### src/design/sdsf_pkg.sv
`timescale 1ns / 1ps

package sdsf_pkg;

    // Format constants
    localparam int MAX_SCALE = 28;
    localparam int NUM_W     = 96;
    localparam int LZ_W      = 7;
    localparam int LZ_CELLS  = 7;
    localparam int QUOT_W    = 26;
    localparam int REM_W     = NUM_W + 1;
    localparam int SCALE_IDX_W = $clog2(MAX_SCALE + 1);
    localparam logic [8:0] EXP_TOP = 9'd223;   // bias 127 plus NUM_W

    typedef logic [MAX_SCALE:0][NUM_W-1:0] pow_tab_t;
    typedef logic [MAX_SCALE:0][LZ_W-1:0]  len_tab_t;

    // Beat moving through the leading-zero cells
    typedef struct packed {
        logic             valid;
        logic             negative;
        logic             error;
        logic             zero;
        logic [NUM_W-1:0] num;
        logic [LZ_W-1:0]  lz;
        logic [LZ_W-1:0]  db;
        logic [SCALE_IDX_W-1:0] sidx;
    } lz_beat_t;

    // Beat moving through the divider cells
    typedef struct packed {
        logic              valid;
        logic              negative;
        logic              error;
        logic              zero;
        logic [7:0]        expo;
        logic [NUM_W-1:0]  den;
        logic [REM_W-1:0]  rem;
        logic [QUOT_W-1:0] quot;
    } div_beat_t;

    // Powers of ten, left aligned so the top bit is set
    function automatic pow_tab_t pow_tab_make();
        pow_tab_t         tab;
        logic [NUM_W-1:0] p;
        logic [NUM_W-1:0] v;
        p = NUM_W'(1);
        for (int i = 0; i <= MAX_SCALE; i++) begin
            v = p;
            for (int j = 0; j < NUM_W; j++) begin
                if (!v[NUM_W-1]) begin
                    v = {v[NUM_W-2:0], 1'b0};
                end
            end
            tab[i] = v;
            p = p * NUM_W'(10);
        end
        return tab;
    endfunction

    // Bit length of each power of ten
    function automatic len_tab_t len_tab_make();
        len_tab_t         tab;
        logic [NUM_W-1:0] p;
        int               n;
        p = NUM_W'(1);
        for (int i = 0; i <= MAX_SCALE; i++) begin
            n = 0;
            for (int j = 0; j < NUM_W; j++) begin
                if (p[j]) begin
                    n = j + 1;
                end
            end
            tab[i] = LZ_W'(n);
            p = p * NUM_W'(10);
        end
        return tab;
    endfunction

    localparam pow_tab_t POW_TAB = pow_tab_make();
    localparam len_tab_t LEN_TAB = len_tab_make();

endpackage

### src/design/sdsf_lz_cell.sv
`timescale 1ns / 1ps

module sdsf_lz_cell
    import sdsf_pkg::*;
#(
    parameter int SHIFT = 64
) (
    input  logic     aclk,
    input  logic     aresetn,
    input  logic     en,
    input  lz_beat_t beat_in,
    output lz_beat_t beat_out
);

    lz_beat_t beat_reg;
    lz_beat_t beat_next;

    // Shift out one power-of-two group of leading zeros
    always_comb begin
        beat_next = beat_in;
        if (beat_in.num[NUM_W-1 -: SHIFT] == '0) begin
            beat_next.num = beat_in.num << SHIFT;
            beat_next.lz  = beat_in.lz + LZ_W'(SHIFT);
        end
    end

    always_ff @(posedge aclk) begin
        if (!aresetn) begin
            beat_reg.valid <= 1'b0;
        end else if (en) begin
            beat_reg <= beat_next;
        end
    end

    assign beat_out = beat_reg;

endmodule

### config.mk
export PLATFORM = sky130hd
export DESIGN_NAME = sdsf_lz_cell
export DESIGN_NICKNAME = d
export VERILOG_FILES = /design/src/design/sdsf_pkg.sv /design/src/design/sdsf_lz_cell.sv
export SDC_FILE = /design/constraint.sdc
export NUM_CORES = 1
export LEC_CHECK = 0
export BUFFER_PORTS_ARGS = -buffer_cell sky130_fd_sc_hd__buf_4
export CELL_PAD_IN_SITES_DETAIL_PLACEMENT = 1
export CELL_PAD_IN_SITES_GLOBAL_PLACEMENT = 1
export CORE_AREA = 2 2 130 107
export DETAILED_ROUTE_END_ITERATION = 8
export DIE_AREA = 0 0 132 109
export PLACE_DENSITY_LB_ADDON = 0.1
export SYNTH_ARGS = -nofsm -noshare
export SYNTH_HDL_FRONTEND = slang
export SYNTH_SLANG_ARGS = --single-unit
### constraint.sdc
create_clock -name aclk -period 5.77 [get_ports aclk]
set_input_delay 1.154 -clock aclk [delete_from_list [all_inputs] [get_ports aclk]]
set_output_delay 1.154 -clock aclk [all_outputs]
set_load 0.01 [all_outputs]
==> flow_summary.ini <==
[cells_and_area]
area_delta_synth_final_pct = 58.18
drive_gt1_frac = 0.5694
final_common_cell = buf_4
final_nets = 592
fin_util = 0.5238
largest_reg_flops = 119
instances_no_fill = 663
layout_common_cells = 243 x buf_4, 118 x edfxtp_1, 33 x nor2b_1
antenna_cells = 0
fin_area_sq_um = 6899

[synthesis]
synth_cell_type_count = 14
ys_ff_latch = 119
ys_seq_area_frac = 0.8170
avgSynthCellArea_sq_um = 17.66
ys_top_cells_by_area = edfxtp_1 81%, a21o_1 5.5%, nor2b_1 4.7%
synth_top_area_share = 0.8124
synth.largest_area_cell = edfxtp_1
synth_cells = 247
synthesis.area_sq_um = 4362
yosysWarnings = 0
synth_nets = 369

[clock_tree]
cts_tree = done
clockRootBuffer = clkbuf_16
cts_resized = 0
clock-sinks = 119
numCtsBuffers = 17
clkLatencyLatePin_ns = 0.41
clk_pin_slew_ns = 0.05
clockBufferDepth = 2
htreeDepth = 4
cts_hold_buf = 0
post_cts_buffers = 0

[flow_run]
drv_cap = 0

[place]
placed_area_sq_um = 6241
io_buffer_count = 240
globalplace.congestion = 0.7084
dp.cells = 631
dp_hpwl_mm = 8.804
pre_cts_slack_ns = 2.629

[sta]
min_period_ns = 2.674
setup_slack_ns = 3.096
hold_viol_final = 0
rsz0062_at_grt = no
tightest_slew_ns = 1.048
setup_violations = 0
hold_ws_ns = 0.5467
relSlewSlack = 0.3011
clock.fmax_mhz = 373.9
report.final.slew_viol_count = 0
final.setup.tns_ns = 0
clock_skew_ns = 0
fin_crit_sh = 0.4635

[outcome]
outcome = finished, final reports clean

[global_route]
grt_overflow = 0
grt_pass1_vias = 3058
grt_max_degree = 78
grt_pass1_wl_mm = 17.42
antenna_found_initial = 0
grt.total_usage = 0.1668

[setup_path]
critical_path_arrival_ns = 2.72
r2r_slack_ns = 5.16
end_kind = register
crit_path_start_kind = primary input
critPathKind = in2reg
cp_max_fo = 77
required_ns = 5.81

[power_and_ir_drop]
cellPowerDensity_nw_per_um2 = 353.5
power.total_mw = 2.439
ir_worst_vdd_v = 0.0002042
cellLeakagePower_nw = 2.959

[floorplanning]
row_count = 38
die_h_microns = 109
core_area_sq_um = 13170
die-area_sq_um = 14390
chipWidth_microns = 132
io_pins = 241
start_util = 0.3312

[routing]
routed_wirelength_mm = 11.90
vias = 2957
drt_iter0_markers = 171
first_pass_iters = 4
route.detailed.drc = 0
antenna_left = 0
viasPerCell = 4.460
wire_per_inst_microns = 17.95

[worst_hold_path]
hold_class = reg2reg
## metal layers
layer,share of wire,up-vias,GRT usage
li1,-,1360,-
met1,0.38,1423,0.1812
met2,0.49,159,0.2716
met3,0.11,15,0.09716
met4,0.014,0,0.06444
met5,0,-,0
## worst max-delay path: stages
cell	delay, ns
buf_4	0.09
and2_4	0.79
buf_4	0.61
## cells by family after synthesis
group                     share of synthesized area
AOI/OAI and AO/OA                           0.05508
xor gates and xnor gates                   0.003730
buffers and inverters                       0.04159
DFF                                          0.8170
muxes                                      0.002295
and+or+nand+nor                             0.08032
## report_power, final
group          leakage [nW]  switching [mW]  internal [mW]
registers              1.12          0.0157           1.02
logic                  1.53          0.0980          0.130
clock network         0.311           0.375          0.803
## cell usage after synthesis, drive strengths merged
cell type and instances:
nor2b 33, clkbuf 33, mux2i 1, dfxtp 1, and2 1, a21o 32, edfxtp 118, xor2 1
buf 6, nand4 4, nor4 17
## layout make-up
class                   instances  area, sq um
well taps                     180        225.2
clock buffers                  17        425.4
repair buffers                243         1824
multi-input cells              89        628.1
fillers                      1353         6271
flip-flops and latches        119         3563
clock inverters                15        232.7
## path summary, 6_finish.rpt
path              cells after the start       endpoint     startpoint
hold / removal                        2  beat_out[118]  beat_out[118]
hold reg to reg                       2  beat_out[118]  beat_out[118]
setup / recovery                      3   beat_out[84]             en
setup reg to reg                      2  beat_out[118]  beat_out[118]
No activity file was read; power rests on OpenSTA's default activity.
