==> src/design/sdsf_pkg.sv <==
`timescale 1ns / 1ps

package sdsf_pkg;

    // Format constants
    localparam int MAX_SCALE = 28;
    localparam int NUM_W     = 96;
    localparam int LZ_W      = 7;
    localparam int LZ_CELLS  = 7;
    localparam int QUOT_W    = 26;
    localparam int REM_W     = NUM_W + 1;
    localparam int SCALE_IDX_W = $clog2(MAX_SCALE + 1);
    localparam logic [8:0] EXP_TOP = 9'd223;   // bias 127 plus NUM_W

    typedef logic [MAX_SCALE:0][NUM_W-1:0] pow_tab_t;
    typedef logic [MAX_SCALE:0][LZ_W-1:0]  len_tab_t;

    // Beat moving through the leading-zero cells
    typedef struct packed {
        logic             valid;
        logic             negative;
        logic             error;
        logic             zero;
        logic [NUM_W-1:0] num;
        logic [LZ_W-1:0]  lz;
        logic [LZ_W-1:0]  db;
        logic [SCALE_IDX_W-1:0] sidx;
    } lz_beat_t;

    // Beat moving through the divider cells
    typedef struct packed {
        logic              valid;
        logic              negative;
        logic              error;
        logic              zero;
        logic [7:0]        expo;
        logic [NUM_W-1:0]  den;
        logic [REM_W-1:0]  rem;
        logic [QUOT_W-1:0] quot;
    } div_beat_t;

    // Powers of ten, left aligned so the top bit is set
    function automatic pow_tab_t pow_tab_make();
        pow_tab_t         tab;
        logic [NUM_W-1:0] p;
        logic [NUM_W-1:0] v;
        p = NUM_W'(1);
        for (int i = 0; i <= MAX_SCALE; i++) begin
            v = p;
            for (int j = 0; j < NUM_W; j++) begin
                if (!v[NUM_W-1]) begin
                    v = {v[NUM_W-2:0], 1'b0};
                end
            end
            tab[i] = v;
            p = p * NUM_W'(10);
        end
        return tab;
    endfunction

    // Bit length of each power of ten
    function automatic len_tab_t len_tab_make();
        len_tab_t         tab;
        logic [NUM_W-1:0] p;
        int               n;
        p = NUM_W'(1);
        for (int i = 0; i <= MAX_SCALE; i++) begin
            n = 0;
            for (int j = 0; j < NUM_W; j++) begin
                if (p[j]) begin
                    n = j + 1;
                end
            end
            tab[i] = LZ_W'(n);
            p = p * NUM_W'(10);
        end
        return tab;
    endfunction

    localparam pow_tab_t POW_TAB = pow_tab_make();
    localparam len_tab_t LEN_TAB = len_tab_make();

endpackage

==> src/design/sdsf_div_cell.sv <==
`timescale 1ns / 1ps

module sdsf_div_cell
    import sdsf_pkg::*;
(
    input  logic      aclk,
    input  logic      aresetn,
    input  logic      en,
    input  div_beat_t beat_in,
    output div_beat_t beat_out
);

    div_beat_t         beat_reg;
    div_beat_t         beat_next;
    logic [REM_W:0]    diff;
    logic              ge;

    // One restoring step: trial subtract, keep quotient bit, double remainder
    always_comb begin
        diff = {1'b0, beat_in.rem} - {2'b00, beat_in.den};
        ge   = !diff[REM_W];
        beat_next = beat_in;
        beat_next.quot = {beat_in.quot[QUOT_W-2:0], ge};
        if (ge) begin
            beat_next.rem = {diff[REM_W-2:0], 1'b0};
        end else begin
            beat_next.rem = {beat_in.rem[REM_W-2:0], 1'b0};
        end
    end

    always_ff @(posedge aclk) begin
        if (!aresetn) begin
            beat_reg.valid <= 1'b0;
        end else if (en) begin
            beat_reg <= beat_next;
        end
    end

    assign beat_out = beat_reg;

endmodule

==> config.mk <==
export PLATFORM = sky130hd
export DESIGN_NAME = sdsf_div_cell
export DESIGN_NICKNAME = d
export VERILOG_FILES = /design/src/design/sdsf_pkg.sv /design/src/design/sdsf_div_cell.sv
export SDC_FILE = /design/constraint.sdc
export NUM_CORES = 1
export LEC_CHECK = 0
export ABC_AREA = 1
export BUFFER_PORTS_ARGS = -buffer_cell sky130_fd_sc_hd__buf_2
export CAP_MARGIN = 15
export CORE_MARGIN = 2
export CORE_UTILIZATION = 50
export DETAILED_ROUTE_END_ITERATION = 8
export PLACE_DENSITY = 0.82
export SLEW_MARGIN = 20
export SYNTH_ARGS = -nofsm -noshare
export SYNTH_HDL_FRONTEND = slang
export SYNTH_SLANG_ARGS = --single-unit
==> constraint.sdc <==
create_clock -name aclk -period 9.2 [get_ports aclk]
set_clock_uncertainty 0.1 [all_clocks]
set_input_delay 0.92 -clock aclk [delete_from_list [all_inputs] [get_ports aclk]]
set_output_delay 0.92 -clock aclk [all_outputs]
set_load 0.005 [all_outputs]
==> flow_summary_export.csv <==
group,metric,value,unit
die,core,37600,sq um
cts,hold_buffers,0,
global_route,grt_max_degree,115,
die,io_pins,465,
placed_design,io_buffers,462,
timing,rsz0062_at_grt,"false",
cts,clk_path_buf_depth,3,
setup_path,crit_path_end_kind,"flop",
setup_path,ff2ff_path_depth,2,
final_layout,fin_util,59.9,%
cts,clkSinkCount,230,
cts,cts_resized,0,
hold_path,hold_end,"beat_out[230]$_SDFFE_PN0P_",
detailed_routing,drtAntennaViolNets,0,
final_layout,drive_gt1_share,19.1,%
setup_path,rr_endpoint,"beat_out[230]$_SDFFE_PN0P_",
placed_design,gp_congestion,1.00,
detailed_routing,drtPass1Iterations,5,
detailed_routing,vias,18700,
hold_path,min_from,"beat_out[230]$_SDFFE_PN0P_",
logic_synthesis,synthCells,2866,
global_route,grt_pass1_vias,17500,
cts,clock_latency,540,ps
global_route,antenna_found_initial,4,
timing,relSlewSlack,41.6,%
setup_path,worstPathRequired,9400,ps
die,rows,71,
timing,setup_viol,0,
cts,cts_made_buffers,24,
setup_path,cp_top_family,"simple AND/OR/NAND/NOR gates",
global_route,grt_pass1_wl,97000,microns
setup_path,r2r-start,"beat_out[230]$_SDFFE_PN0P_",
power,power,0.00318,W
detailed_routing,drc,0,
power,irDropWorstVdd,0.159,mV
cts,cts-root-buf,"clkbuf_16",
die,start_util,50.6,%
timing,slew_viol_final,0,
logic_synthesis,ys_seq_area_share,36.3,%
detailed_routing,wl,65800,microns
final_layout,syn_to_final_growth,18.4,%
placed_design,dpl.hpwl,55600,microns
cts,cts_tree,"done",
logic_synthesis,avgSynthCellArea,6.63,sq um
global_route,grt_usage,32.7,%
final_layout,layout_common_cells,"nand2_1, inv_1, buf_2",
setup_path,path_buf_inv,5,
die,dieArea,39600,sq um
hold_path,worstHoldPathType,"flop to flop",
timing,worst_pin_slew,876,ps
detailed_routing,wl_per_cell,17.1,microns
die,die_h,199,microns
job,maxCapViolCount,0,
final_layout,final_common_cell,"nand2_1",
logic_synthesis,netlist_area,19000,sq um
setup_path,critPathSlowestCell,"nand3_4",
logic_synthesis,ys.flop_type,"edfxtp_1",
timing,tns,0,ps
setup_path,reg2reg_slack,8480,ps
setup_path,crit_fanout,52,
logic_synthesis,ys_async_sr_fraction,0,%
final_layout,largest_register_ffs,230,
cts,cts.htree.levels,1,
logic_synthesis,ys_warn_count,0,
logic_synthesis,syn_nets,3197,
setup_path,crit_path_start_kind,"primary input",
detailed_routing,vias_per_cell,4.85,
power,power_density,141,nW/um^2
setup_path,path_class,"primary input to flop",
power,p_leak,12.8,nW
timing,max_freq,226,MHz
setup_path,arrival,4630,ps
die,die_x,199,microns
detailed_routing,drt_iter0_markers,1441,
logic_synthesis,synth_edf_count,229,
timing,finalHoldViolations,0,
final_layout,fin_nets,3658,
outcome,outcome,"completed",
hold_path,whs_path_depth,2,
cts,path_clk_slew,60,ps
timing,layout_min_cycle_time,4430,ps
setup_path,cp.depth,18,
timing,timing.final.crit_share,48.1,%
logic_synthesis,ys_ff_latch,230,
setup_path,crit_top_cell,"nand2_1",
global_route,globalRouteOverflowTotal,0,
setup_path,path_cells,"buf_2 > inv_1 > ha_1 > nand2_1 > inv_2 > nand2_1 > nand2_1 > inv_2 > nand3_2 > nand2_1 > nand2_2 > nand2_1 > nand2_2 > nand2_4 > nand3_4 > buf_4 > nand3_1 > nand2_1",
logic_synthesis,ys_types,34,
setup_path,max_stage_delay,700,ps
cts,post_cts_buffers,0,
[where the power goes]
group / switching [W] / total, W / leakage (nW) / internal [W]
clock: 0.000399 / 0.000930 / 0.363 / 0.000531
combinational: 0.000633 / 0.000956 / 10.3 / 0.000323
sequential: 0.0000215 / 0.00129 / 2.15 / 0.00127
[worst max-delay path by stage]
stage	start	slack (ps)	to
floorplan	aresetn	3170	beat_out[0]$_DFFE_PP_
global placement	beat_in[33]	4230	beat_out[117]$_DFFE_PP_
detailed placement	beat_in[34]	4170	beat_out[117]$_DFFE_PP_
CTS	beat_in[131]	4750	beat_out[117]$_DFFE_PP_
global route	beat_in[34]	4530	beat_out[117]$_DFFE_PP_
finish	beat_in[131]	4770	beat_out[117]$_DFFE_PP_
[stage by stage]
step                cell area (sq um)  hold slack [ps]  std cells  setup WS (ps)
floorplan                       19000              425       2866           3170
global placement                21800              424       3812           4230
detailed placement              21800              433       3812           4170
CTS                             22500              430       3853           4750
global route                    22500              431       3856           4530
finish                          22500              442       3857           4770
[worst reg2reg max path, delay by kind of cell, from the launching register on]
kind | cells | cell delay, ps
flip-flops | 1 | 300
AO/OA/AOI/OAI | 2 | 220
[layout make-up]
| class | instances | area, sq um |
|---|---|---|
| fillers | 3723 | 15100 |
| multi-input cells | 1902 | 9230 |
| flip-flops and latches | 230 | 6900 |
| inverters | 702 | 2640 |
| repair buffers | 467 | 2350 |
| well taps | 511 | 639 |
| clock buffers | 28 | 616 |
| clock inverters | 13 | 120 |
| diodes | 4 | 10.0 |
[synth_stat cells (18+ instances only)]
cell type	instances	area share, %
ha_1	96	6.3
nor2_1	209	4.1
inv_2	31	0.61
nand2_1	1151	23
edfxtp_1	229	36
nand4_1	24	0.79
nand3_2	61	3.2
nor3_1	18	0.47
a21oi_1	59	1.6
nand3_1	160	4.2
inv_1	669	13
xor2_1	53	2.4
[cell families after synthesis]
group / Yosys count / synth area share (%)
AOI/OAI and AO/OA: 73 / 1.99
DFF: 230 / 36.3
and+or+nand+nor: 1677 / 37.6
other: 1 / 0.0197
xor gates and xnor gates: 54 / 2.49
buffers and inverters: 734 / 15.2
adders and majority gates: 97 / 6.42
[per-layer routing]
| metal | track usage (%) | routed length, microns |
|---|---|---|
| met1 | 43.3 | 28000 |
| met2 | 53.7 | 29900 |
| met3 | 5.51 | 5310 |
| met4 | 12.2 | 2480 |
| met5 | 0 | 15 |
No activity file was read; power rests on OpenSTA's default activity.
