$ cat config.mk
export PLATFORM = sky130hd
export DESIGN_NAME = sdsf_round
export DESIGN_NICKNAME = d
export VERILOG_FILES = /design/src/design/sdsf_pkg.sv /design/src/design/sdsf_round.sv
export SDC_FILE = /design/constraint.sdc
export NUM_CORES = 1
export LEC_CHECK = 0
export BUFFER_PORTS_ARGS = -buffer_cell sky130_fd_sc_hd__buf_2
export CORE_AREA = 2 2 104 106
export DETAILED_ROUTE_END_ITERATION = 10
export DIE_AREA = 0 0 106 108
export GPL_ROUTABILITY_DRIVEN = 1
export GPL_TIMING_DRIVEN = 0
export HOLD_SLACK_MARGIN = 0.08
export MAX_ROUTING_LAYER = met4
export PLACE_DENSITY_LB_ADDON = 0.1
export SYNTH_ARGS = -nofsm -noshare
export SYNTH_HDL_FRONTEND = slang
export SYNTH_SLANG_ARGS = --single-unit
$ cat constraint.sdc
create_clock -name aclk -period 10.7 [get_ports aclk]
set_input_delay 1.07 -clock aclk [delete_from_list [all_inputs] [get_ports aclk]]
set_output_delay 1.07 -clock aclk [all_outputs]
set_load 0.005 [all_outputs]
$ cat src/design/sdsf_pkg.sv
`timescale 1ns / 1ps

package sdsf_pkg;

    // Format constants
    localparam int MAX_SCALE = 28;
    localparam int NUM_W     = 96;
    localparam int LZ_W      = 7;
    localparam int LZ_CELLS  = 7;
    localparam int QUOT_W    = 26;
    localparam int REM_W     = NUM_W + 1;
    localparam int SCALE_IDX_W = $clog2(MAX_SCALE + 1);
    localparam logic [8:0] EXP_TOP = 9'd223;   // bias 127 plus NUM_W

    typedef logic [MAX_SCALE:0][NUM_W-1:0] pow_tab_t;
    typedef logic [MAX_SCALE:0][LZ_W-1:0]  len_tab_t;

    // Beat moving through the leading-zero cells
    typedef struct packed {
        logic             valid;
        logic             negative;
        logic             error;
        logic             zero;
        logic [NUM_W-1:0] num;
        logic [LZ_W-1:0]  lz;
        logic [LZ_W-1:0]  db;
        logic [SCALE_IDX_W-1:0] sidx;
    } lz_beat_t;

    // Beat moving through the divider cells
    typedef struct packed {
        logic              valid;
        logic              negative;
        logic              error;
        logic              zero;
        logic [7:0]        expo;
        logic [NUM_W-1:0]  den;
        logic [REM_W-1:0]  rem;
        logic [QUOT_W-1:0] quot;
    } div_beat_t;

    // Powers of ten, left aligned so the top bit is set
    function automatic pow_tab_t pow_tab_make();
        pow_tab_t         tab;
        logic [NUM_W-1:0] p;
        logic [NUM_W-1:0] v;
        p = NUM_W'(1);
        for (int i = 0; i <= MAX_SCALE; i++) begin
            v = p;
            for (int j = 0; j < NUM_W; j++) begin
                if (!v[NUM_W-1]) begin
                    v = {v[NUM_W-2:0], 1'b0};
                end
            end
            tab[i] = v;
            p = p * NUM_W'(10);
        end
        return tab;
    endfunction

    // Bit length of each power of ten
    function automatic len_tab_t len_tab_make();
        len_tab_t         tab;
        logic [NUM_W-1:0] p;
        int               n;
        p = NUM_W'(1);
        for (int i = 0; i <= MAX_SCALE; i++) begin
            n = 0;
            for (int j = 0; j < NUM_W; j++) begin
                if (p[j]) begin
                    n = j + 1;
                end
            end
            tab[i] = LZ_W'(n);
            p = p * NUM_W'(10);
        end
        return tab;
    endfunction

    localparam pow_tab_t POW_TAB = pow_tab_make();
    localparam len_tab_t LEN_TAB = len_tab_make();

endpackage

$ cat src/design/sdsf_round.sv
`timescale 1ns / 1ps

module sdsf_round
    import sdsf_pkg::*;
(
    input  logic        aclk,
    input  logic        aresetn,
    input  logic        en,
    input  div_beat_t   beat_in,
    output logic        valid,
    output logic [31:0] float_bits,
    output logic        error
);

    logic        valid_reg;
    logic [31:0] bits_reg;
    logic [31:0] bits_next;
    logic        error_reg;
    logic [23:0] mant;
    logic        guard;
    logic        sticky;
    logic        up;
    logic [24:0] sum;
    logic [7:0]  expo;
    logic        rem_nz;

    // Pick the 24-bit mantissa, then round to nearest even; error beats give zero, zero beats a signed zero
    always_comb begin
        rem_nz = (beat_in.rem != '0);
        if (beat_in.quot[QUOT_W-1]) begin
            mant   = beat_in.quot[25:2];
            guard  = beat_in.quot[1];
            sticky = beat_in.quot[0] | rem_nz;
            expo   = beat_in.expo;
        end else begin
            mant   = beat_in.quot[24:1];
            guard  = beat_in.quot[0];
            sticky = rem_nz;
            expo   = beat_in.expo - 8'd1;
        end
        up  = guard & (sticky | mant[0]);
        sum = {1'b0, mant} + {24'd0, up};
        if (sum[24]) begin
            expo = expo + 8'd1;
        end
        priority if (beat_in.error) begin
            bits_next = 32'd0;
        end else if (beat_in.zero) begin
            bits_next = {beat_in.negative, 31'd0};
        end else begin
            bits_next = {beat_in.negative, expo, sum[22:0]};
        end
    end

    always_ff @(posedge aclk) begin
        if (!aresetn) begin
            valid_reg <= 1'b0;
        end else if (en) begin
            valid_reg <= beat_in.valid;
            bits_reg  <= bits_next;
            error_reg <= beat_in.error;
        end
    end

    assign valid      = valid_reg;
    assign float_bits = bits_reg;
    assign error      = error_reg;

endmodule

==> results of run 1 <==
[power by group]
group          internal, mW  switching [mW]
logic                0.0442          0.0527
clock network        0.0448          0.0499
registers             0.156         0.00272
total                 0.245           0.105
[cell families (layout without fill, tap and decap cells)]
kind of cell / Yosys count / in the layout / synth area share
compound gates: 39 / 39 / 0.0948
xor+xnor: 22 / 22 / 0.0679
fa+ha+maj: 3 / 3 / 0.0132
buf+inv: 21 / 197 / 0.0300
flops: 34 / 34 / 0.356
mux: 29 / 29 / 0.107
other cells: 0 / 4 / 0
simple gates: 161 / 161 / 0.331
[worst min-delay path by stage]
stage,to,slack (ns),depth (start not counted)
after floorplan,valid,0.51,2
after global placement,valid,0.50,2
after detailed placement,valid,0.50,2
after CTS,valid,0.52,2
after global routing,valid,0.57,2
final,valid,0.52,2
[cell usage after synthesis (6+ instances only)]
cell type / n / area, um^2
nand4_1: 16 / 100
nor3b_1: 11 / 82.6
mux2_2: 11 / 124
clkbuf_1: 9 / 33.8
nor2b_1: 8 / 50.1
nor4_1: 30 / 188
mux2i_1: 18 / 180
nand2_1: 15 / 56.3
and4_1: 6 / 52.6
edfxtp_1: 33 / 991
o21ai_0: 6 / 30.0
xnor2_1: 13 / 114
and2_1: 11 / 68.8
nor2_1: 21 / 78.8
nor3_1: 18 / 90.1
xor2_1: 9 / 78.8
a21oi_1: 7 / 35.0
[area by class of cell]
type	instances	area, um^2
well taps	136	170
fillers	1084	6290
flip-flops and latches	34	1010
diodes	4	10.0
multi-input cells	254	1740
clock inverters	2	8.76
inverters	5	18.8
clock buffers	6	72.6
repair buffers	168	841
plain buffers	16	66.3
[layout by cell type (no fill, tap or decap), drive strengths merged, types with 6 or more instances in the layout]
| cell type | synthesis | routed |
|---|---|---|
| and2 | 11 | 11 |
| nor2b | 8 | 8 |
| buf | 7 | 175 |
| nor2 | 21 | 21 |
| clkbuf | 9 | 15 |
| nand4 | 16 | 16 |
| a21oi | 7 | 7 |
| mux2i | 18 | 18 |
| edfxtp | 33 | 33 |
| mux2 | 11 | 11 |
| nand2 | 15 | 15 |
| nor3b | 11 | 11 |
| o21ai | 6 | 6 |
| xor2 | 9 | 9 |
| and4 | 6 | 6 |
| nor3 | 18 | 18 |
| xnor2 | 13 | 13 |
| nor4 | 30 | 30 |
[metrics by stage]
stage               area [um^2]   util  setup slack (ns)
floorplan                  2840      -              6.02
global placement           3850  0.376              4.88
detailed placement         3850  0.376              4.82
CTS                        3930  0.384              5.13
global route               3940  0.385              4.81
finish                     3940  0.385              5.13
[tightest hold or removal path, cell delays in order (launching register included)]
cell     delay [ns]
dfxtp_1        0.32
mux2i_1        0.06
nor2b_1        0.10
[layer usage]
layer	track usage	wire length, um
met2	0.305	4890
met3	0.0561	1420
met4	0.0479	108
met1	0.296	5450
met5	-	0
==> out/metrics.csv, run 1 <==
stage,metric,value,unit
sta,rsz0062_at_grt,no,
logic_synthesis,ys_warn_count,0,
critical_path,path_class,in -> reg,
clocking,ctsHoldBuffers,0,
detailed_routing,viasPerCell,5.14,
detailed_routing,finalWirelength,11900,um
sta,relSlewSlack,0.302,
critical_path,path_buf_inv,6,
min_path,hold_path.class,reg -> reg,
critical_path,slowest_stage,or4_1,
floorplanning,num_io_pins,268,
floorplanning,die_area,0.0114,mm^2
layout,area_growth,38.9,%
grt,gr-total-overflow,0,
detailed_routing,vias,3213,
logic_synthesis,avgSynthCellArea,9.19,um^2
logic_synthesis,synth_cells,309,
clocking,cts_max_level,2,
sta,fmax,0.179,GHz
critical_path,critPathLaunch,beat_in[25],
floorplanning,rows,37,
critical_path,worst_ep_arrival_time,5.63,ns
clocking,post_cts_buffers,0,
placed_design,place_congestion,0.903,
detailed_routing,drc,0,
detailed_routing,drt_pass1_iterations,4,
grt,antenna_found_initial,4,
power,p_leak,1.56,nW
status,status,completed,
sta,finalSetupTns,0,ns
clocking,cts_resized,0,
grt,grt_pass1_wl,17200,um
detailed_routing,post_drt_wl_per_cell,19.0,um
sta,hold-worst-slack,0.516,ns
logic_synthesis,ys_seq_area_frac,0.356,
sta,slew_violations,0,
layout,finalNonFillerCells,625,
critical_path,start_kind,input pin,
floorplanning,core,0.0102,mm^2
sta,min_period,5.57,ns
clocking,clk_pin_slew,0.08,ns
run,drv_cap,0,
sta,worstMarginPinSlew,1.04,ns
sta,finalCritPeriodShare,0.521,
power,power.total,0.350,mW
min_path,hp-start,valid,
grt,grt_usage,0.211,
logic_synthesis,ys_ff_latch,34,
clocking,clock_latency,0.29,ns
logic_synthesis,synth_nets,546,
power,peakVddDrop,0.0337,mV
critical_path,critPathMaxStageDelay,0.67,ns
detailed_routing,drt_iter0_drc,152,
sta,setup-violations-final,0,
critical_path,r2r_start,valid,
layout,nNetsFinal,721,
critical_path,crit_cells,14,
floorplanning,initial_core_util,0.277,
critical_path,cp_top_family,buffers and inverters,
clocking,cts_tree,done,
clocking,cts_inserted_buffers,5,
critical_path,worstSetupEndpointType,flip-flop,
detailed_routing,ant_nets,0,
logic_synthesis,synth-main-ff-cell,edfxtp_1,
logic_synthesis,synth_edf_count,33,
critical_path,required,10.76,ns
floorplanning,die_y,108,um
placed_design,io_buffers,168,
critical_path,critPathMaxFanout,10,
clocking,cts_root_buf,clkbuf_8,
logic_synthesis,async_reset_ff_frac,0,
grt,grt_pass1_vias,2996,
floorplanning,die_w,106,um
placed_design,place_hpwl,9890,um
critical_path,crit_path_end,float_bits[29],
layout,largest_register_ffs,32,
critical_path,r2r_end,valid,
logic_synthesis,syn_area,0.00284,mm^2
power,powerDensity,88.8,mW/mm^2
critical_path,cp_common_cell,buf_2,
critical_path,crit_chain,buf_2 > buf_2 > clkbuf_1 > clkbuf_1 > buf_2 > buf_1 > mux2i_1 > nor2_1 > ha_1 > and4_1 > nand4_1 > or4_1 > or4_1 > and3_1,
layout,drive_above_1_share,0.396,
critical_path,rrSetupSlack,10.11,ns
placed_design,placed_cells,613,
clocking,cts_buffer_depth,2,
logic_synthesis,ys_types,43,
sta,hold_viol,0,
clocking,cts_sinks,34,
sta,fin_skew,0,ns
critical_path,r2r_cells,2,
grt,grt_max_degree,34,
(Power assumes the default switching activity.)
==> run 2: changes to the inputs <==
Settings changed: CORE_AREA 2 2 104 106 to 2 2 103 105, DIE_AREA 0 0 106 108 to 0 0 105 107.
Clock period 10.7 ns to 4.8 ns, I/O delays scaled along.
==> out/metrics.csv, run 2 (synthesis gave the netlist of run 1 again) <==
stage,metric,value,unit,change
critical_path,path_class,in -> reg,,unchanged
clocking,cts_inserted_buffers,5,,unchanged
min_path,hp-start,beat_in[228],,was valid
detailed_routing,finalWirelength,11600,um,was 11900 um
floorplanning,die_w,105,um,was 106 um
layout,largest_register_ffs,32,,unchanged
detailed_routing,drc,0,,unchanged
status,status,completed,,unchanged
grt,grt_pass1_vias,3111,,was 2996
placed_design,placed_cells,613,,unchanged
grt,grt_usage,0.213,,was 0.211
sta,hold_viol,0,,unchanged
clocking,cts_buffer_depth,2,,unchanged
power,peakVddDrop,0.106,mV,was 0.0337 mV
critical_path,worstSetupEndpointType,flip-flop,,unchanged
sta,fmax,0.227,GHz,
clocking,cts_root_buf,clkbuf_8,,unchanged
floorplanning,core,0.0101,mm^2,was 0.0102 mm^2
layout,final_util,0.393,,was 0.385
floorplanning,initial_core_util,0.281,,was 0.277
detailed_routing,viasPerCell,5.15,,was 5.14
placed_design,place_congestion,0.860,,was 0.903
grt,grt_pass1_wl,17400,um,was 17200 um
floorplanning,die_y,107,um,was 108 um
grt,antenna_found_initial,1,,was 4
layout,drive_above_1_share,0.401,,was 0.396
layout,area_growth,39.8,%,was 38.9%
sta,relSlewSlack,0.432,,was 0.302
critical_path,critPathMaxFanout,19,,was 10
min_path,hold-path-cell-count,1,,was 2
detailed_routing,post_drt_wl_per_cell,18.6,um,was 19.0 um
detailed_routing,ant_nets,0,,unchanged
grt,grt_max_degree,34,,unchanged
min_path,hold_path.class,in -> reg,,was reg -> reg
sta,finalCritPeriodShare,0.919,,
critical_path,required,4.85,ns,was 10.76 ns
critical_path,r2r_end,valid,,unchanged
grt,gr-total-overflow,0,,unchanged
clocking,cts_max_level,2,,unchanged
power,powerDensity,213,mW/mm^2,was 88.8 mW/mm^2
floorplanning,die_area,0.0112,mm^2,was 0.0114 mm^2
sta,fin_ws,0.388,ns,was 5.13 ns
layout,mostFrequentLayoutCell,buf_2,,unchanged
clocking,cts_sinks,34,,unchanged
placed_design,dp_slack,-0.460,ns,was 4.82 ns
placed_design,io_buffers,168,,unchanged
critical_path,worst_ep_arrival_time,4.46,ns,was 5.63 ns
layout,stdcell_area,0.00397,mm^2,was 0.00394 mm^2
critical_path,start_kind,input pin,,unchanged
critical_path,rrSetupSlack,4.21,ns,was 10.11 ns
detailed_routing,drt_pass1_iterations,5,,was 4
run,drv_cap,0,,unchanged
clocking,cts_tree,done,,unchanged
layout,finalNonFillerCells,621,,was 625
sta,slew_violations,0,,unchanged
clocking,post_cts_buffers,0,,unchanged
floorplanning,rows,37,,unchanged
sta,worstMarginPinSlew,0.844,ns,was 1.04 ns
sta,fin_skew,0,ns,unchanged
detailed_routing,vias,3198,,was 3213
critical_path,r2r_cells,2,,unchanged
detailed_routing,drt_iter0_drc,153,,was 152
sta,setup-violations-final,0,,unchanged
clocking,clock_latency,0.28,ns,was 0.29 ns
floorplanning,num_io_pins,268,,unchanged
layout,mostFrequentLayoutCells,"buf_2, edfxtp_1, nor4_1",,unchanged
power,p_leak,1.58,nW,was 1.56 nW
min_path,hold_end,error,,was valid
clocking,clk_pin_slew,0.07,ns,was 0.08 ns
sta,finalSetupTns,0,ns,unchanged
critical_path,r2r_start,valid,,unchanged
layout,nNetsFinal,720,,was 721
sta,min_period,4.41,ns,
placed_design,place_hpwl,9770,um,was 9890 um
placed_design,dpl_cell_area,0.00385,mm^2,unchanged
sta,rsz0062_at_grt,no,,unchanged
run 2: changes by cell type in the layout (fill, tap and decap cells not counted), sizes merged:
cell    before  now
clkbuf      15   16
clkinv       2    0
bufinv       0    1
buf        175  174
diode        4    1
run 2: power breakdown:
part	switching, mW	internal, mW	total, mW
sequential	0.00612	0.347	0.353
combinational	0.116	0.0982	0.214
clock	0.107	0.169	0.277
total	0.229	0.614	0.844
run 2: worst max-delay path, stage by stage:
cell and delay, ns:
buf_2 0.14, buf_2 0.25, clkbuf_1 0.41, clkbuf_2 0.36, buf_2 0.43, mux2i_1 0.13, nor2_1 0.11, ha_1 0.21
and4_1 0.28, nand4_1 0.32, or4_1 0.65, or4_1 0.51, and3_1 0.18
run 2: worst max path at each step:
stage | from | to | slack (ns) | cells past startpoint
2_1_floorplan | beat_in[25] | float_bits[29] | 0.71 | 13
3_3_place_gp | beat_in[25] | float_bits[29] | -0.49 | 13
3_5_place_dp | beat_in[25] | float_bits[29] | -0.46 | 14
4_1_cts | beat_in[25] | float_bits[29] | 0.02 | 14
5_1_grt | beat_in[25] | float_bits[29] | 0.12 | 13
6_report | beat_in[25] | float_bits[29] | 0.39 | 13
run 2: stage by stage:
stage	hold slack (ns)	power [mW]
6_report	0.408	0.844
5_1_grt	0.411	0.884
4_1_cts	0.403	0.852
3_5_place_dp	0.514	0.574
3_3_place_gp	0.495	0.572
2_1_floorplan	0.507	0.453
run 2: what timing repair did:
item / 4_1_cts / 5_1_grt
hold buffers: 0 / 0
cloned: 0 / 0
setup endpoints to repair: 1 / 1
pin swaps: 0 / 0
gates resized for setup: 1 / 0
run 2: metal layers:
metal,share of wire,GRT usage,vias up
met5,0,-,-
met1,0.45,0.295,1439
li1,-,-,1560
met3,0.12,0.0590,5
met4,0.0086,0.0457,0
met2,0.42,0.312,194
run 2: area by class of cell:
| type | count | area, um^2 |
|---|---|---|
| diodes | 1 | 2.50 |
| plain buffers | 15 | 63.8 |
| clock buffers | 7 | 86.3 |
| clock inverters | 1 | 30.0 |
| fillers | 1081 | 6120 |
| inverters | 5 | 18.8 |
| multi-input cells | 254 | 1740 |
| flip-flops and latches | 34 | 1010 |
| well taps | 136 | 170 |
| repair buffers | 168 | 841 |
==> run 3: changes to the inputs <==
Settings changed: RECOVER_POWER set to 100, SETUP_SLACK_MARGIN set to 0.15.
==> out/metrics.csv, run 3 (synthesis gave the netlist of run 1 again) <==
stage,metric,value,unit,change
status,status,"complete, but fails checks",,was completed
status,violations,"capacitance limit, slew limit",,
floorplanning,die_w,105,um,unchanged
detailed_routing,ant_nets,0,,unchanged
floorplanning,core,0.0101,mm^2,unchanged
sta,relSlewSlack,-0.414,,was 0.432
critical_path,start_kind,input pin,,unchanged
critical_path,worst_ep_arrival_time,4.38,ns,was 4.46 ns
power,p_leak,1.54,nW,was 1.58 nW
grt,grt_max_degree,34,,unchanged
critical_path,r2r_end,valid,,unchanged
detailed_routing,vias,3217,,was 3198
grt,met1_usage,0.296,,was 0.295
detailed_routing,drt_pass1_iterations,4,,was 5
critical_path,required,4.85,ns,about the same
floorplanning,num_io_pins,268,,unchanged
critical_path,worstSetupEndpointType,flip-flop,,unchanged
sta,min_period,4.33,ns,was 4.41 ns
detailed_routing,drt_iter0_drc,173,,was 153
placed_design,place_congestion,0.860,,unchanged
sta,hold-worst-slack,0.432,ns,was 0.408 ns
sta,setup-violations-final,0,,unchanged
grt,grt_usage,0.213,,about the same
clocking,cts_inserted_buffers,5,,unchanged
clocking,cts_buffer_depth,2,,unchanged
sta,hold_viol,0,,unchanged
grt,grt_busiest_layer,met2,,unchanged
layout,drive_above_1_share,0.366,,was 0.401
floorplanning,die_area,0.0112,mm^2,unchanged
clocking,cts_max_level,2,,unchanged
critical_path,rrSetupSlack,4.21,ns,about the same
grt,grtUsageMet2,0.310,,was 0.312
detailed_routing,viasPerCell,5.18,,was 5.15
sta,finalCritPeriodShare,0.902,,was 0.919
critical_path,slowest_stage,or4_1,,unchanged
sta,fmax,0.231,GHz,was 0.227 GHz
floorplanning,initial_core_util,0.281,,unchanged
critical_path,crit_path_end,float_bits[29],,unchanged
grt,global_route.usage.met3,0.0590,,unchanged
grt,antenna_found_initial,1,,unchanged
layout,mostFrequentLayoutCells,"buf_2, edfxtp_1, nor4_1",,unchanged
layout,nNetsFinal,720,,unchanged
critical_path,critPathMaxStageDelay,0.66,ns,was 0.65 ns
grt,grt_pass1_vias,3109,,was 3111
clocking,clk_pin_slew,0.07,ns,about the same
grt,grt_pass1_wl,17400,um,about the same
critical_path,r2r_cells,2,,unchanged
detailed_routing,post_drt_wl_per_cell,18.7,um,was 18.6 um
clocking,ctsHoldBuffers,0,,unchanged
detailed_routing,drc,0,,unchanged
clocking,cts_sinks,34,,unchanged
critical_path,crit_chain,buf_2 > buf_2 > clkbuf_1 > clkbuf_2 > clkbuf_4 > mux2i_1 > nor2_1 > ha_1 > and4_1 > nand4_1 > or4_1 > or4_1 > and3_1,,was buf_2 > buf_2 > clkbuf_1 > clkbuf_2 > buf_2 > mux2i_1 > nor2_1 > ha_1 > and4_1 > nand4_1 > or4_1 > or4_1 > and3_1
sta,fin_skew,0,ns,unchanged
power,power.total,0.841,mW,was 0.844 mW
floorplanning,rows,37,,unchanged
layout,area_growth,39.1,%,was 39.8%
placed_design,place_hpwl,9770,um,unchanged
min_path,hold_path.class,in -> reg,,unchanged
clocking,post_cts_buffers,0,,unchanged
sta,rsz0062_at_grt,no,,unchanged
clocking,cts_root_buf,clkbuf_8,,unchanged
power,powerDensity,213,mW/mm^2,about the same
critical_path,critPathLaunch,beat_in[25],,unchanged
power,peakVddDrop,0.105,mV,was 0.106 mV
critical_path,r2r_start,valid,,unchanged
clocking,clock_latency,0.28,ns,about the same
grt,gr-total-overflow,0,,unchanged
clocking,cts_tree,done,,unchanged
critical_path,path_class,in -> reg,,unchanged
sta,worstMarginPinSlew,2.12,ns,was 0.844 ns
placed_design,io_buffers,168,,unchanged
run,drv_cap,1,,was 0
detailed_routing,finalWirelength,11600,um,about the same
layout,stdcell_area,0.00395,mm^2,was 0.00397 mm^2
floorplanning,die_y,107,um,unchanged
critical_path,critPathMaxFanout,19,,unchanged
layout,mostFrequentLayoutCell,buf_2,,unchanged
layout,largest_register_ffs,32,,unchanged
sta,slew_violations,34,,was 0
placed_design,dpl_cell_area,0.00385,mm^2,unchanged
==> run 3: cell count changes in the layout (fill, tap and decap cells not counted), sizes merged <==
cell	previous run	this run
buf	174	157
clkbuf	16	33
==> run 3: per-stage QoR <==
stage / setup slack, ns / setup TNS, ns / util / instances
after floorplan: 0.707 / 0 / - / 309
after global placement: -0.490 / -0.603 / 0.381 / 613
after detailed placement: -0.460 / -0.537 / 0.382 / 613
after CTS: 0.363 / 0 / 0.393 / 620
after global routing: 0.237 / 0 / 0.391 / 621
final: 0.469 / 0 / 0.391 / 621
==> run 3: power breakdown <==
part	internal, mW	switching, mW	leakage (nW)
registers	0.348	0.00640	0.287
clock network	0.169	0.106	0.0585
logic	0.0961	0.116	1.19
==> run 3: worst min path at each step <==
| stage | from | to | depth (start not counted) |
|---|---|---|---|
| 2_1_floorplan | valid | valid | 2 |
| 3_3_place_gp | valid | valid | 2 |
| 3_5_place_dp | valid | valid | 2 |
| 4_1_cts | beat_in[228] | error | 1 |
| 5_1_grt | aresetn | valid | 2 |
| 6_report | aresetn | valid | 2 |
==> run 3: layout make-up <==
cell class	count	area (um^2)
fillers	1092	6140
multi-input cells	254	1740
flip-flops and latches	34	1010
repair buffers	168	822
well taps	136	170
clock buffers	7	86.3
plain buffers	15	65.1
clock inverters	1	30.0
inverters	5	18.8
diodes	1	2.50
==> run 3: layer usage <==
metal	vias up	share of wire	routed length, um
met5	-	0	0
met4	0	0.0086	100
met3	5	0.12	1440
met2	195	0.42	4840
met1	1458	0.45	5210
li1	1559	-	-
==> run 3: worst max-delay path: cells and delay by family <==
kind	cells	cell delay (ns)
adder cells (fa/ha/maj)	1	0.21
buffers and inverters	5	1.53
multiplexers	1	0.11
AND/OR/NAND/NOR	6	2.05
==> run 3: repair_timing <==
item                                    in CTS  in global routing
resized for setup                            1                  1
endpoints found under the setup margin       1                  1
cloned                                       0                  0
endpoints found under the hold margin        0                  0
